File: src/hdl/assert_macros.svh
// assertion macros shared by the deque rtl
`ifndef ASSERT_MACROS_SVH
`define ASSERT_MACROS_SVH

// condition holds at every clock edge out of reset
`define ASSERT_ALWAYS(lbl, cond) \
  lbl: assert property (@(posedge clk) disable iff (!rst_n) (cond)) \
    else $error("assertion failed");

// consequent holds in the same cycle as the antecedent
`define ASSERT_SAME(lbl, ante, cons) \
  lbl: assert property (@(posedge clk) disable iff (!rst_n) (ante) |-> (cons)) \
    else $error("assertion failed");

// consequent holds in the cycle after the antecedent
`define ASSERT_NEXT(lbl, ante, cons) \
  lbl: assert property (@(posedge clk) disable iff (!rst_n) (ante) |=> (cons)) \
    else $error("assertion failed");

`endif

File: src/hdl/deq_pkg.sv
// operation and status codes for the double-ended queue
`timescale 1ns / 1ps

package deq_pkg;

  // operation codes of a request
  typedef enum logic [2:0] {
    OP_PUSH_BACK  = 3'd0,
    OP_PUSH_FRONT = 3'd1,
    OP_POP_FRONT  = 3'd2,
    OP_POP_BACK   = 3'd3,
    OP_CONTAINS   = 3'd4
  } op_t;

  // result status codes
  typedef enum logic [1:0] {
    ST_OK    = 2'd0,
    ST_EMPTY = 2'd1,
    ST_FULL  = 2'd2
  } st_t;

  localparam int unsigned DATA_W = 32;

endpackage

File: src/hdl/deq_ram.sv
// entry storage: one write port, one registered read port
`timescale 1ns / 1ps

module deq_ram
  import deq_pkg::*;
#(
  parameter int unsigned DEPTH = 16,
  parameter int unsigned AW    = 4
) (
  input  logic                     clk,
  input  logic                     wr_en,
  input  logic [AW-1:0]            wr_addr,
  input  logic signed [DATA_W-1:0] wr_data,
  input  logic                     rd_en,
  input  logic [AW-1:0]            rd_addr,
  output logic signed [DATA_W-1:0] rd_data
);

  logic signed [DATA_W-1:0] mem_r [DEPTH];
  logic signed [DATA_W-1:0] rd_data_r;

  // write port
  always_ff @(posedge clk) begin
    if (wr_en) begin
      mem_r[wr_addr] <= wr_data;
    end
  end

  // registered read port
  always_ff @(posedge clk) begin
    if (rd_en) begin
      rd_data_r <= mem_r[rd_addr];
    end
  end

  assign rd_data = rd_data_r;

endmodule

File: src/hdl/double_ended_queue_unit.sv
// Double-ended queue of signed 32-bit values held in a circular buffer.
//
// Input channel: in_valid/in_ready carry one request of in_func (push back,
// push front, pop front, pop back, contains) and in_value. Every request
// gives exactly one result on out_valid/out_ready: out_popped, out_found,
// out_status and out_occupancy (entries held after the request).
// From acceptance, pushes, dropped pushes, empty pops, a contains on an
// empty deque and unused codes write the result register directly; a pop
// first reads the entry memory (S_POP) and then registers the result; a
// contains scans in S_SCAN, reading one memory entry each cycle, and
// registers the result when it hits a match or has inspected every entry.
// A new request is taken once the previous one has finished and the
// result register is empty or being drained in the same cycle.
// A push when full is dropped with status full; a pop when empty returns
// zero with status empty. When out_ready is low the result is held and no
// further request is accepted. Reset empties the deque at once; entry
// contents are not cleared.
`timescale 1ns / 1ps

module double_ended_queue_unit
  import deq_pkg::*;
#(
  parameter int unsigned DEPTH = 16
) (
  input  logic                            clk,
  input  logic                            rst_n,
  input  logic                            in_valid,
  output logic                            in_ready,
  input  logic [2:0]                      in_func,
  input  logic signed [DATA_W-1:0]        in_value,
  output logic                            out_valid,
  input  logic                            out_ready,
  output logic signed [DATA_W-1:0]        out_popped,
  output logic                            out_found,
  output logic [1:0]                      out_status,
  output logic [$clog2(DEPTH+1)-1:0]      out_occupancy
);

`include "assert_macros.svh"

  localparam int unsigned IW = $clog2(DEPTH);
  localparam int unsigned CW = $clog2(DEPTH + 1);
  localparam logic [CW-1:0] DEPTH_C = CW'(DEPTH);
  localparam logic [CW:0]   DEPTH_W = (CW + 1)'(DEPTH);
  localparam logic [IW-1:0] LAST_IX = IW'(DEPTH - 1);

  typedef enum logic [1:0] {
    S_IDLE,
    S_POP,
    S_SCAN
  } state_t;

  state_t                   state_r, state_nxt;
  logic [IW-1:0]            front_r, front_nxt;
  logic [CW-1:0]            count_r, count_nxt;
  logic signed [DATA_W-1:0] key_r, key_nxt;
  logic [CW-1:0]            scan_i_r, scan_i_nxt;
  logic [IW-1:0]            rd_ptr_r, rd_ptr_nxt;
  logic                     out_valid_r, out_valid_nxt;
  logic signed [DATA_W-1:0] out_popped_r, out_popped_nxt;
  logic                     out_found_r, out_found_nxt;
  st_t                      out_status_r, out_status_nxt;
  logic [CW-1:0]            out_occ_r, out_occ_nxt;

  logic                     out_free;
  logic                     accept;
  logic                     ram_we;
  logic [IW-1:0]            ram_waddr;
  logic                     ram_re;
  logic [IW-1:0]            ram_raddr;
  logic signed [DATA_W-1:0] ram_rdata;

  // slot that lies off places after base, wrapping round the buffer
  function automatic logic [IW-1:0] wrap_add(input logic [IW-1:0] base,
                                             input logic [CW-1:0] off);
    logic [CW:0] sum;
    sum = (CW + 1)'(base) + (CW + 1)'(off);
    if (sum >= DEPTH_W) begin
      sum = sum - DEPTH_W;
    end
    return sum[IW-1:0];
  endfunction

  function automatic logic [IW-1:0] ix_inc(input logic [IW-1:0] ix);
    return (ix == LAST_IX) ? '0 : ix + 1'b1;
  endfunction

  function automatic logic [IW-1:0] ix_dec(input logic [IW-1:0] ix);
    return (ix == '0) ? LAST_IX : ix - 1'b1;
  endfunction

  // entry memory
  deq_ram #(
    .DEPTH (DEPTH),
    .AW    (IW)
  ) u_ram (
    .clk     (clk),
    .wr_en   (ram_we),
    .wr_addr (ram_waddr),
    .wr_data (in_value),
    .rd_en   (ram_re),
    .rd_addr (ram_raddr),
    .rd_data (ram_rdata)
  );

  // handshake
  assign out_free = !out_valid_r || out_ready;
  assign in_ready = (state_r == S_IDLE) && out_free;
  assign accept   = in_valid && in_ready;

  // request sequencing and memory access
  always_comb begin
    state_nxt      = state_r;
    front_nxt      = front_r;
    count_nxt      = count_r;
    key_nxt        = key_r;
    scan_i_nxt     = scan_i_r;
    rd_ptr_nxt     = rd_ptr_r;
    out_valid_nxt  = out_valid_r && !out_ready;
    out_popped_nxt = out_popped_r;
    out_found_nxt  = out_found_r;
    out_status_nxt = out_status_r;
    out_occ_nxt    = out_occ_r;
    ram_we         = 1'b0;
    ram_waddr      = front_r;
    ram_re         = 1'b0;
    ram_raddr      = front_r;

    unique case (state_r)
      S_IDLE: begin
        if (accept) begin
          key_nxt        = in_value;
          out_valid_nxt  = 1'b1;
          out_popped_nxt = '0;
          out_found_nxt  = 1'b0;
          out_status_nxt = ST_OK;
          out_occ_nxt    = count_r;
          case (op_t'(in_func))
            OP_PUSH_BACK: begin
              if (count_r == DEPTH_C) begin
                out_status_nxt = ST_FULL;
              end else begin
                ram_we      = 1'b1;
                ram_waddr   = wrap_add(front_r, count_r);
                count_nxt   = count_r + 1'b1;
                out_occ_nxt = count_r + 1'b1;
              end
            end
            OP_PUSH_FRONT: begin
              if (count_r == DEPTH_C) begin
                out_status_nxt = ST_FULL;
              end else begin
                ram_we      = 1'b1;
                ram_waddr   = ix_dec(front_r);
                front_nxt   = ix_dec(front_r);
                count_nxt   = count_r + 1'b1;
                out_occ_nxt = count_r + 1'b1;
              end
            end
            OP_POP_FRONT: begin
              if (count_r == '0) begin
                out_status_nxt = ST_EMPTY;
              end else begin
                ram_re        = 1'b1;
                ram_raddr     = front_r;
                front_nxt     = ix_inc(front_r);
                count_nxt     = count_r - 1'b1;
                out_valid_nxt = 1'b0;
                state_nxt     = S_POP;
              end
            end
            OP_POP_BACK: begin
              if (count_r == '0) begin
                out_status_nxt = ST_EMPTY;
              end else begin
                ram_re        = 1'b1;
                ram_raddr     = wrap_add(front_r, count_r - 1'b1);
                count_nxt     = count_r - 1'b1;
                out_valid_nxt = 1'b0;
                state_nxt     = S_POP;
              end
            end
            OP_CONTAINS: begin
              if (count_r != '0) begin
                ram_re        = 1'b1;
                ram_raddr     = front_r;
                rd_ptr_nxt    = ix_inc(front_r);
                scan_i_nxt    = CW'(1);
                out_valid_nxt = 1'b0;
                state_nxt     = S_SCAN;
              end
            end
            default: begin
            end
          endcase
        end
      end
      S_POP: begin
        // read data of the popped entry is ready
        out_valid_nxt  = 1'b1;
        out_popped_nxt = ram_rdata;
        out_occ_nxt    = count_r;
        state_nxt      = S_IDLE;
      end
      S_SCAN: begin
        // compare the entry read last cycle; on no match with entries left, fetch the next one
        if (ram_rdata == key_r) begin
          out_valid_nxt = 1'b1;
          out_found_nxt = 1'b1;
          state_nxt     = S_IDLE;
        end else if (scan_i_r == count_r) begin
          out_valid_nxt = 1'b1;
          state_nxt     = S_IDLE;
        end else begin
          ram_re     = 1'b1;
          ram_raddr  = rd_ptr_r;
          rd_ptr_nxt = ix_inc(rd_ptr_r);
          scan_i_nxt = scan_i_r + 1'b1;
        end
      end
      default: begin
        state_nxt = S_IDLE;
      end
    endcase
  end

  // state and result register
  always_ff @(posedge clk) begin
    if (!rst_n) begin
      state_r     <= S_IDLE;
      front_r     <= '0;
      count_r     <= '0;
      out_valid_r <= 1'b0;
    end else begin
      state_r     <= state_nxt;
      front_r     <= front_nxt;
      count_r     <= count_nxt;
      out_valid_r <= out_valid_nxt;
    end
    key_r        <= key_nxt;
    scan_i_r     <= scan_i_nxt;
    rd_ptr_r     <= rd_ptr_nxt;
    out_popped_r <= out_popped_nxt;
    out_found_r  <= out_found_nxt;
    out_status_r <= out_status_nxt;
    out_occ_r    <= out_occ_nxt;
  end

  assign out_valid     = out_valid_r;
  assign out_popped    = out_popped_r;
  assign out_found     = out_found_r;
  assign out_status    = out_status_r;
  assign out_occupancy = out_occ_r;

  // checks
  `ASSERT_ALWAYS(a_count_max, count_r <= DEPTH_C)
  `ASSERT_NEXT(a_push_grows, accept && in_func == OP_PUSH_BACK && count_r != DEPTH_C,
               count_r == $past(count_r) + 1'b1)
  `ASSERT_NEXT(a_pop_done, state_r == S_POP, out_valid_r && state_r == S_IDLE)
  `ASSERT_SAME(a_scan_bound, state_r == S_SCAN, scan_i_r != '0 && scan_i_r <= count_r)
  `ASSERT_SAME(a_port_excl, ram_we, !ram_re && state_r == S_IDLE)

endmodule
File: config.mk
export PLATFORM = sky130hd
export DESIGN_NAME = double_ended_queue_unit
export DESIGN_NICKNAME = d
export VERILOG_FILES = /design/src/hdl/deq_pkg.sv /design/src/hdl/deq_ram.sv /design/src/hdl/double_ended_queue_unit.sv
export VERILOG_INCLUDE_DIRS = /design/src /design/src/hdl
export SDC_FILE = /design/constraint.sdc
export NUM_CORES = 1
export LEC_CHECK = 0
export ABC_AREA = 1
export BUFFER_PORTS_ARGS = -buffer_cell sky130_fd_sc_hd__buf_2
export CORE_MARGIN = 3
export CORE_UTILIZATION = 30
export CTS_BUF_LIST = sky130_fd_sc_hd__clkbuf_8
export DETAILED_ROUTE_END_ITERATION = 10
export PLACE_DENSITY = 0.46
export SLEW_MARGIN = 10
export SYNTH_ARGS = -nofsm -noshare
export SYNTH_HDL_FRONTEND = slang
export SYNTH_SLANG_ARGS = --single-unit
File: constraint.sdc
create_clock -name clk -period 3.9 [get_ports clk]
set_input_delay 0.195 -clock clk [delete_from_list [all_inputs] [get_ports clk]]
set_output_delay 0.195 -clock clk [all_outputs]
set_load 0.02 [all_outputs]
==> results_dict.tcl, run 1 <==
set metrics [dict create \
    start_util_pct 30.5 \
    crit_type "reg2reg" \
    wl_um 76700 \
    io_buffers 80 \
    utilization_pct 35.7 \
    p_leak_nw 11.5 \
    routed-via-count 18000 \
    start_kind "flip-flop" \
    p_clk_share_pct 35.2 \
    ioPinCount 81 \
    finalMaxSlewViolations 0 \
    core_region_area_um2 87600 \
    outcome "completed" \
    drc 0 \
    area_delta_synth_final_pct 17.1 \
    grt_overflow 0 \
    worstPathMaxFanout 32 \
    placed_area_um2 29000 \
    syn_area_per_cell_um2 11.7 \
    syn_inst 2285 \
    syn-num-nets 2339 \
    cts_buffers 106 \
    place_congestion 0.796 \
    muxShareOfSynthArea_pct 0 \
    netlist.area_leader.share_pct 70.3 \
    grt_pass1_wl_um 116000 \
    fin_nets 2489 \
    wl_per_cell_um 20.9 \
    cts-root-buf "clkbuf_8" \
    switchingPower_mw 4.21 \
    synth_ff_type "edfxtp_1" \
    p_comb_share_pct 13.5 \
    yosysTopAreaCell "edfxtp_1" \
    skew_ns 0.0441 \
    power_density_nw_per_um2 488 \
    hpwl_um 39400 \
    seq_area_um2 19000 \
    synth_fa_ha_area_share_pct 0.759 \
    grt_pass1_vias 18300 \
    insertion_delay_ns 0.74 \
    ant_nets 0 \
    postCtsHoldBufs 42 \
    rsz0062_at_grt "no" \
    synth_xor_area_share_pct 1.28 \
    worst_hold_slack_ns 0.337 \
    fin_crit_sh_pct 88.4 \
    netlist_area_um2 26700 \
    multi_input_area_um2 6880 \
    worstReg2RegStart "count_r[0]" \
    synthSimpleGateAreaFrac_pct 21.5 \
    swShare_pct 27.6 \
    required_ns 4.47 \
    nFillCells 8635 \
    synth_cell_type_count 39 \
    clockBufferDepth 3 \
    clkSinkCount 637 \
    synth_edf_count 625 \
    seqPwrFrac_pct 51.3 \
    worst_pin_slew_ns 0.779 \
    critPathSlowestCell "buf_4" \
    cts_tree "yes" \
    min-delay-start "rst_n" \
    max_slew_margin_pct 48.1 \
    synth_compound_area_share_pct 1.52 \
    crit_chain "inv_1 -> ha_1 -> xor2_1 -> ha_1 -> nand2_1 -> nor2_1 -> a211oi_1 -> o21ai_0 -> a21oi_1 -> xor2_1 -> a21oi_4 -> buf_4 -> nand2_1 -> nand2_1" \
    async_reset_ff_share_pct 0 \
    cp-end-kind "flip-flop" \
    cts.repair.resized 0 \
    antenna_found_initial 2 \
    drive_gt1_share_pct 12.1 \
    clkTransAtPathRegs_ns 0.06 \
    grt.total_usage_pct 16.4 \
    grt_max_degree 130 \
    mostFrequentLayoutCells "nand3_1 (659), edfxtp_1 (625), nand2_1 (524), inv_1 (119), clkbuf_8 (109)" \
    cts_max_level 3 \
    final.min_clock_period_ns 3.45 \
    report.final.hold_viol_count 0 \
    design_area_um2 31300 \
    fmax_ghz 0.290 \
    synth_seq_cells 637 \
    rows 108 \
    cpPeakStageDelay_ns 0.59 \
    hp-class "in2reg" \
    cts_setup_buffers 0 \
    vdd_drop_max_mv 0.251 \
    first_pass_iters 5 \
    p_int_mw 11.1 \
    ys_seq_area_share_pct 71.2 \
    die_w_um 304 \
    finalSetupViolations 0 \
    dieArea_um2 92700 \
    synth_top_family_by_area "simple AND/OR/NAND/NOR gates" \
    crit_path_start "count_r[0]" \
    drtIter0Drc 1372 \
    yosys-top-cells-area "edfxtp_1 (70%), nand3_1 (12%), nand2_1 (7.4%)" \
    dieHeight_um 304 \
    viasPerCell 4.92 \
    path_common_cell "nand2_1" \
    ys_warn_count 0 \
    final_common_cell "nand3_1" \
    arrival_ns 4.02 \
    max_cap_viol_count 0 \
]
-- metal layers --
metal  up-vias  share of wire [%]  track usage, %
met5         -                  0               0
met4         0                2.1            5.18
met3       113                4.9            2.61
met2       480                 49            27.7
met1      8995                 44            21.6
li1       8450                  -               -
-- state kept, by name (all words and copies together), names as in the netlist --
name / count
key_r: 32
out_valid: 1
front_r: 4
out_found: 1
state_r: 2
out_status: 2
count_r: 5
rd_ptr_r: 4
out_occupancy: 5
scan_i_r: 5
u_ram.rd_data: 32
u_ram.mem_r: 512
out_popped: 32
-- metrics by stage --
step	setup WS [ns]	setup TNS [ns]	total power, mW	cells
global route	0.149	0	16.0	3668
finish	0.451	0	15.3	3668
detailed placement	0.458	0	10.0	3440
CTS	0.407	0	15.5	3666
global placement	0.540	0	10.0	3440
floorplan	-0.350	-150.86	9.23	2285
-- cells by family (layout without fill, tap and decap cells) --
group	Yosys count	count (layout)
AND/OR/NAND/NOR	1295	1295
flip-flops	637	637
buffers and inverters	229	455
AO/OA/AOI/OAI	70	70
XOR/XNOR	39	39
adder cells (fa/ha/maj)	15	15
other	0	2
-- worst max-delay path, delay by kind of cell, from the launching register on --
family,cells,cell delay (ns)
adder cells (fa/ha/maj),2,0.60
AND/OR/NAND/NOR,4,0.36
flip-flops,1,0.44
buffers and inverters,2,0.81
AO/OA/AOI/OAI,4,0.75
XOR/XNOR,2,0.34
-- cells in the mapped netlist, drive strengths merged, types with 6 or more instances --
cell	n
nand3	659
edfxtp	625
nand2	533
buf	104
inv	88
nor2	86
clkbuf	36
o21ai	29
xnor2	26
a21oi	18
ha	13
xor2	13
dfxtp	12
nor3	12
o211ai	6
-- final cells by class --
class                   count  share of cell area (%)
inverters                  89                    1.07
diodes                      2                  0.0160
clock inverters            75                    1.22
well taps                1155                    4.62
clock buffers             109                    4.80
repair buffers            182                    5.50
flip-flops and latches    637                    60.8
multi-input cells        1419                    22.0
-- power groups by stage --
stage | logic, mW | registers (mW) | clock network [mW]
6_report | 2.06 | 7.83 | 5.36
5_1_grt | 2.31 | 7.84 | 5.88
4_1_cts | 2.10 | 7.83 | 5.57
3_5_place_dp | 2.05 | 7.97 | 0
3_3_place_gp | 2.04 | 7.97 | 0
2_1_floorplan | 1.21 | 8.02 | 0
-- path summary, 6_finish.rpt --
| path | end | slack [ns] | cells after the start |
|---|---|---|---|
| worst max-delay path | u_ram.rd_data[8] | 0.45 | 14 |
| worst min-delay path | count_r[1] | 0.34 | 4 |
| worst max register to register | u_ram.rd_data[8] | 0.45 | 14 |
| worst min register to register | count_r[4] | 0.56 | 2 |
(Power assumes the default switching activity.)
==> inputs of run 2 (changes only) <==
GPL_TIMING_DRIVEN = 0   (was default)
==> run 2 against run 1 <==
  * Sequential power is essentially flat
  * Sequential cell count stayed put
  * Wire length grew 14%
  * Worst setup slack got worse by 0.27 ns
  * First-iteration DRC count is 11% higher
  * Cell count is 3.5% higher
  * Hold slack lost 0.11 ns
  * Utilization rose by 0.78 points
  * Critical endpoint is now u_ram.mem_r[10][26]
==> results_dict.tcl, run 2 (synthesis gave the netlist of run 1 again) <==
set metrics [dict create \
    clkTransAtPathRegs_ns 0.06 \
    wl_um 87100 \
    ioPinCount 81 \
    dieHeight_um 304 \
    fin_crit_sh_pct 95.4 \
    cts_max_level 3 \
    top_register "u_ram.mem_r" \
    antenna_found_initial 2 \
    area_delta_synth_final_pct 19.7 \
    start_util_pct 30.5 \
    nFillCells 8619 \
    largest_reg_flops 512 \
    arrival_ns 4.12 \
    fmax_ghz 0.269 \
    final_common_cell "nand3_1" \
    place_congestion 0.807 \
    report.final.hold_viol_count 0 \
    drive_gt1_share_pct 15.7 \
    top_layer "met4" \
    grt_pass1_vias 18400 \
    reg2reg_slack_ns 0.18 \
    cp-end-kind "flip-flop" \
    drc 0 \
    fin_nets 2615 \
    first_pass_iters 5 \
    ant_nets 0 \
    viasPerCell 4.96 \
    finalSetupViolations 0 \
    wl_met1_um 38000 \
    vdd_drop_max_mv 0.279 \
    grt_max_degree 38 \
    hpwl_um 57900 \
    start_kind "flip-flop" \
    drtIter0Drc 1529 \
    max_cap_viol_count 0 \
    io_buffers 80 \
    required_ns 4.30 \
    routed-via-count 18800 \
    grt.total_usage_pct 18.5 \
    core_region_area_um2 87600 \
    totalPowerFinal_mw 15.7 \
    power_density_nw_per_um2 492 \
    final.min_clock_period_ns 3.72 \
    rows 108 \
    worstPathMaxFanout 22 \
    insertion_delay_ns 0.76 \
    clockBufferDepth 3 \
    skew_ns 0.0564 \
    finalSetupTns_ns 0 \
    mostFrequentLayoutCells "nand3_1 (658), edfxtp_1 (625), nand2_1 (527), buf_2 (140), inv_1 (120)" \
    finalMaxSlewViolations 0 \
    outcome "completed" \
    crit_type "reg2reg" \
    grt_pass1_wl_um 127000 \
    cts_buffers 110 \
    worst_pin_slew_ns 0.787 \
    p_leak_nw 12.0 \
    cts-root-buf "clkbuf_8" \
    clkSinkCount 637 \
    hp-class "in2reg" \
    wl_per_cell_um 22.9 \
    max_slew_margin_pct 47.5 \
    dieArea_um2 92700 \
    wl_met2_um 41200 \
    wl_met3_um 5330 \
    grt_overflow 0 \
    cts_tree "yes" \
    die_w_um 304 \
]
[run 2: cell types whose count changed in the layout (fill, tap and decap cells not counted), moves of 7 or more]
cell / change
buf_4: +8
buf_2: +60
clkinv_1: +8
clkbuf_2: +29
clkbuf_1: +7
clkbuf_4: +13
buf_12: -7
[run 2: critical path: stages, from the launching register on]
cell	delay, ns
dfxtp_1	0.36
inv_2	0.12
nand2_4	0.09
nor3_4	0.57
inv_1	0.34
nor2_1	0.33
inv_1	0.10
a22oi_1	0.36
nand2_1	0.33
nor2_4	0.50
buf_12	0.26
[run 2: area by class of cell]
class	count	area [um2]	area share, %
Sequential cell	637	19000	59.5
Inverter	89	335	1.05
Tap cell	1155	1450	4.52
Timing Repair Buffer	164	1540	4.83
Antenna cell	1	2.50	0.00783
Multi-Input combinational cell	1419	6870	21.5
Clock inverter	78	385	1.21
Buffer	140	806	2.52
Clock buffer	114	1570	4.91
[run 2: report_power, final]
part,internal [mW],total (mW),switching [mW],leakage (nW)
combinational,0.668,2.33,1.66,5.02
clock,2.82,5.58,2.76,1.14
sequential,7.75,7.82,0.0640,5.79
total,11.2,15.7,4.48,12.0
[run 2: path summary, 6_finish.rpt]
kind	startpoint	end	cells past startpoint
worst max-delay path	state_r[0]	u_ram.mem_r[10][26]	10
worst min-delay path	out_ready	out_status[1]	3
worst max register to register	state_r[0]	u_ram.mem_r[10][26]	10
worst min register to register	count_r[4]	count_r[4]	2
[run 2: routing by layer]
metal	vias up	global-route usage, %
met5	-	0
met4	0	5.59
met3	154	3.46
met2	669	30.2
met1	9294	25.0
li1	8705	-
[run 2: stage by stage]
step | utilization (%) | cells | setup WS, ns | hold slack, ns | area [um2]
floorplan | - | 2285 | -0.350 | 0.294 | 26700
global placement | 32.6 | 3520 | -4.07 | 0.510 | 28600
detailed placement | 33.2 | 3540 | -1.21 | 0.509 | 29100
CTS | 36.1 | 3775 | -0.0184 | 0.152 | 31600
global route | 36.5 | 3797 | -0.0366 | 0.222 | 32000
finish | 36.5 | 3797 | 0.179 | 0.223 | 32000
[run 2: timing repair]
action	in CTS	in global routing
hold buffers	43	0
pin swaps	0	13
endpoints found under the hold margin	559	0
setup endpoints to repair	32	282
buffers inserted	0	21
gates resized for setup	83	34
==> inputs of run 3 (changes only) <==
SETUP_SLACK_MARGIN = 0.2   (was default)
==> run 3 against run 2 <==
  * Sequential cell count unchanged
  * Largest cell class unchanged
  * Clock skew shrank 0.011 ns
  * Utilization increased by 0.22 points
  * Maximum frequency grew 5.8%
  * Sequential power hardly changed
  * Highest routed layer unchanged
  * First-iteration DRC count up 24%
  * Total power is 0.35% higher
  * Largest power group unchanged
==> results_dict.tcl, run 3 (synthesis gave the netlist of run 1 again) <==
set metrics [dict create \
    first_pass_iters 6 \
    cp-end-kind "flip-flop" \
    hpwl_um 59200 \
    critPathSlowestCell "edfxtp_1" \
    ioPinCount 81 \
    wl_met1_um 38400 \
    clkSinkCount 637 \
    rows 108 \
    skew_ns 0.0454 \
    clockBufferDepth 3 \
    grt_pass1_wl_um 129000 \
    final_common_cell "nand3_1" \
    top_layer "met4" \
    final.min_clock_period_ns 3.52 \
    path_common_cell "nand2_1" \
    io_buffers 80 \
    stdcell_count 3806 \
    critPathBufInv 3 \
    area_delta_synth_final_pct 20.4 \
    core_region_area_um2 87600 \
    largest_reg_flops 512 \
    dieArea_um2 92700 \
    drc 0 \
    die_w_um 304 \
    grt_pass1_vias 18600 \
    insertion_delay_ns 0.74 \
    start_kind "flip-flop" \
    totalPowerFinal_mw 15.8 \
    drive_gt1_share_pct 16.0 \
    max_cap_viol_count 0 \
    worstPathMaxFanout 10 \
    dieHeight_um 304 \
    cpPeakStageDelay_ns 0.50 \
    wl_met2_um 43000 \
    grt_overflow 0 \
    utilization_pct 36.7 \
    finalMaxSlewViolations 0 \
    grt_max_degree 38 \
    outcome "completed" \
    cts_buffers 110 \
    rsz0062_at_grt "no" \
    fmax_ghz 0.284 \
    hp-class "in2reg" \
    place_congestion 0.843 \
    mostFrequentLayoutCells "nand3_1 (658), edfxtp_1 (625), nand2_1 (528), buf_2 (148), inv_1 (124)" \
    wl_um 89600 \
    fin_crit_sh_pct 90.2 \
    grt.total_usage_pct 18.9 \
    crit_type "reg2reg" \
    clkTransAtPathRegs_ns 0.07 \
    fin_nets 2616 \
    top_register "u_ram.mem_r" \
    cts_tree "yes" \
    antenna_found_initial 3 \
    dp_slack_ns -0.632 \
    start_util_pct 30.5 \
    vdd_drop_max_mv 0.248 \
    drtIter0Drc 1892 \
    cts_max_level 3 \
    report.final.hold_viol_count 0 \
    viasPerCell 5.00 \
    wl_per_cell_um 23.5 \
    wl_met3_um 6070 \
    cts-root-buf "clkbuf_8" \
    cpLargestDelayFamily "simple AND/OR/NAND/NOR gates" \
    required_ns 4.45 \
    routed-via-count 19000 \
    ant_nets 0 \
    dp_cells 3545 \
    crit_chain "xnor2_1 -> nand2_1 -> nor2_1 -> nand2_1 -> nor2_4 -> nand2_1 -> nand3_2 -> inv_1 -> nand2_1 -> nand2_1 -> nand2_1 -> nand2_1 -> inv_4 -> clkbuf_2 -> nand3_1 -> nand2_1 -> nand2_1 -> nand2_1" \
    max_slew_margin_pct 19.2 \
    setup_slack_ns 0.382 \
    worst_pin_slew_ns 1.21 \
    finalSetupViolations 0 \
    p_leak_nw 12.0 \
    arrival_ns 4.07 \
    power_density_nw_per_um2 491 \
]
## run 3: cell types whose count changed in the layout (fill, tap and decap cells not counted), sizes merged, moves of 2 or more
cell / change
dlygate4sd3: -2
buf: +7
clkbuf: -4
inv: +5
## run 3: per-stage QoR
step	setup TNS (ns)	instance area [um2]	hold slack [ns]
global route	0	32200	0.143
detailed placement	-24.40	29300	0.516
finish	0	32200	0.146
CTS	0	32000	0.0959
global placement	-1461.98	28600	0.520
floorplan	0	26800	0.294
## run 3: area by class of cell
class	count	area, um2
fill	8616	55400
clock buffer	115	1580
tap	1155	1450
sequential	637	19000
timing repair buffer	164	1690
antenna	2	5.00
buffer	140	796
clock inverter	84	408
inverter	89	340
multi-input combinational	1420	6880
## run 3: routing by layer
metal / vias up / track usage [%]
li1: 8726 / -
met1: 9463 / 25.7
met2: 707 / 31.5
met3: 151 / 3.12
met4: 0 / 5.27
met5: - / 0
## run 3: final timing paths
path / slack (ns) / end / start / cells past startpoint
setup / recovery: 0.38 / u_ram.rd_data[29] / u_ram.rd_data[23] / 18
hold / removal: 0.15 / key_r[10] / out_ready / 4
setup reg to reg: 0.38 / u_ram.rd_data[29] / u_ram.rd_data[23] / 18
hold reg to reg: 0.56 / count_r[4] / count_r[4] / 2
## run 3: worst min-delay path, cell delays in order
cell and delay [ns]:
buf_2 0.07, nor2_1 0.09, nor3_4 0.18, buf_8 0.20
## run 3: timing repair
| item | 4_1_cts | 5_1_grt |
|---|---|---|
| pin swaps | 16 | 3 |
| setup buffers | 15 | 3 |
| resized for setup | 81 | 38 |
| hold endpoints to repair | 557 | 0 |
| gates cloned | 1 | 0 |
| endpoints found under the setup margin | 414 | 119 |
| hold buffers | 41 | 0 |
## run 3: power breakdown
part           internal [mW]  switching [mW]  leakage, nW
logic                  0.670            1.70         5.07
clock network           2.79            2.79         1.18
registers               7.75          0.0673         5.80
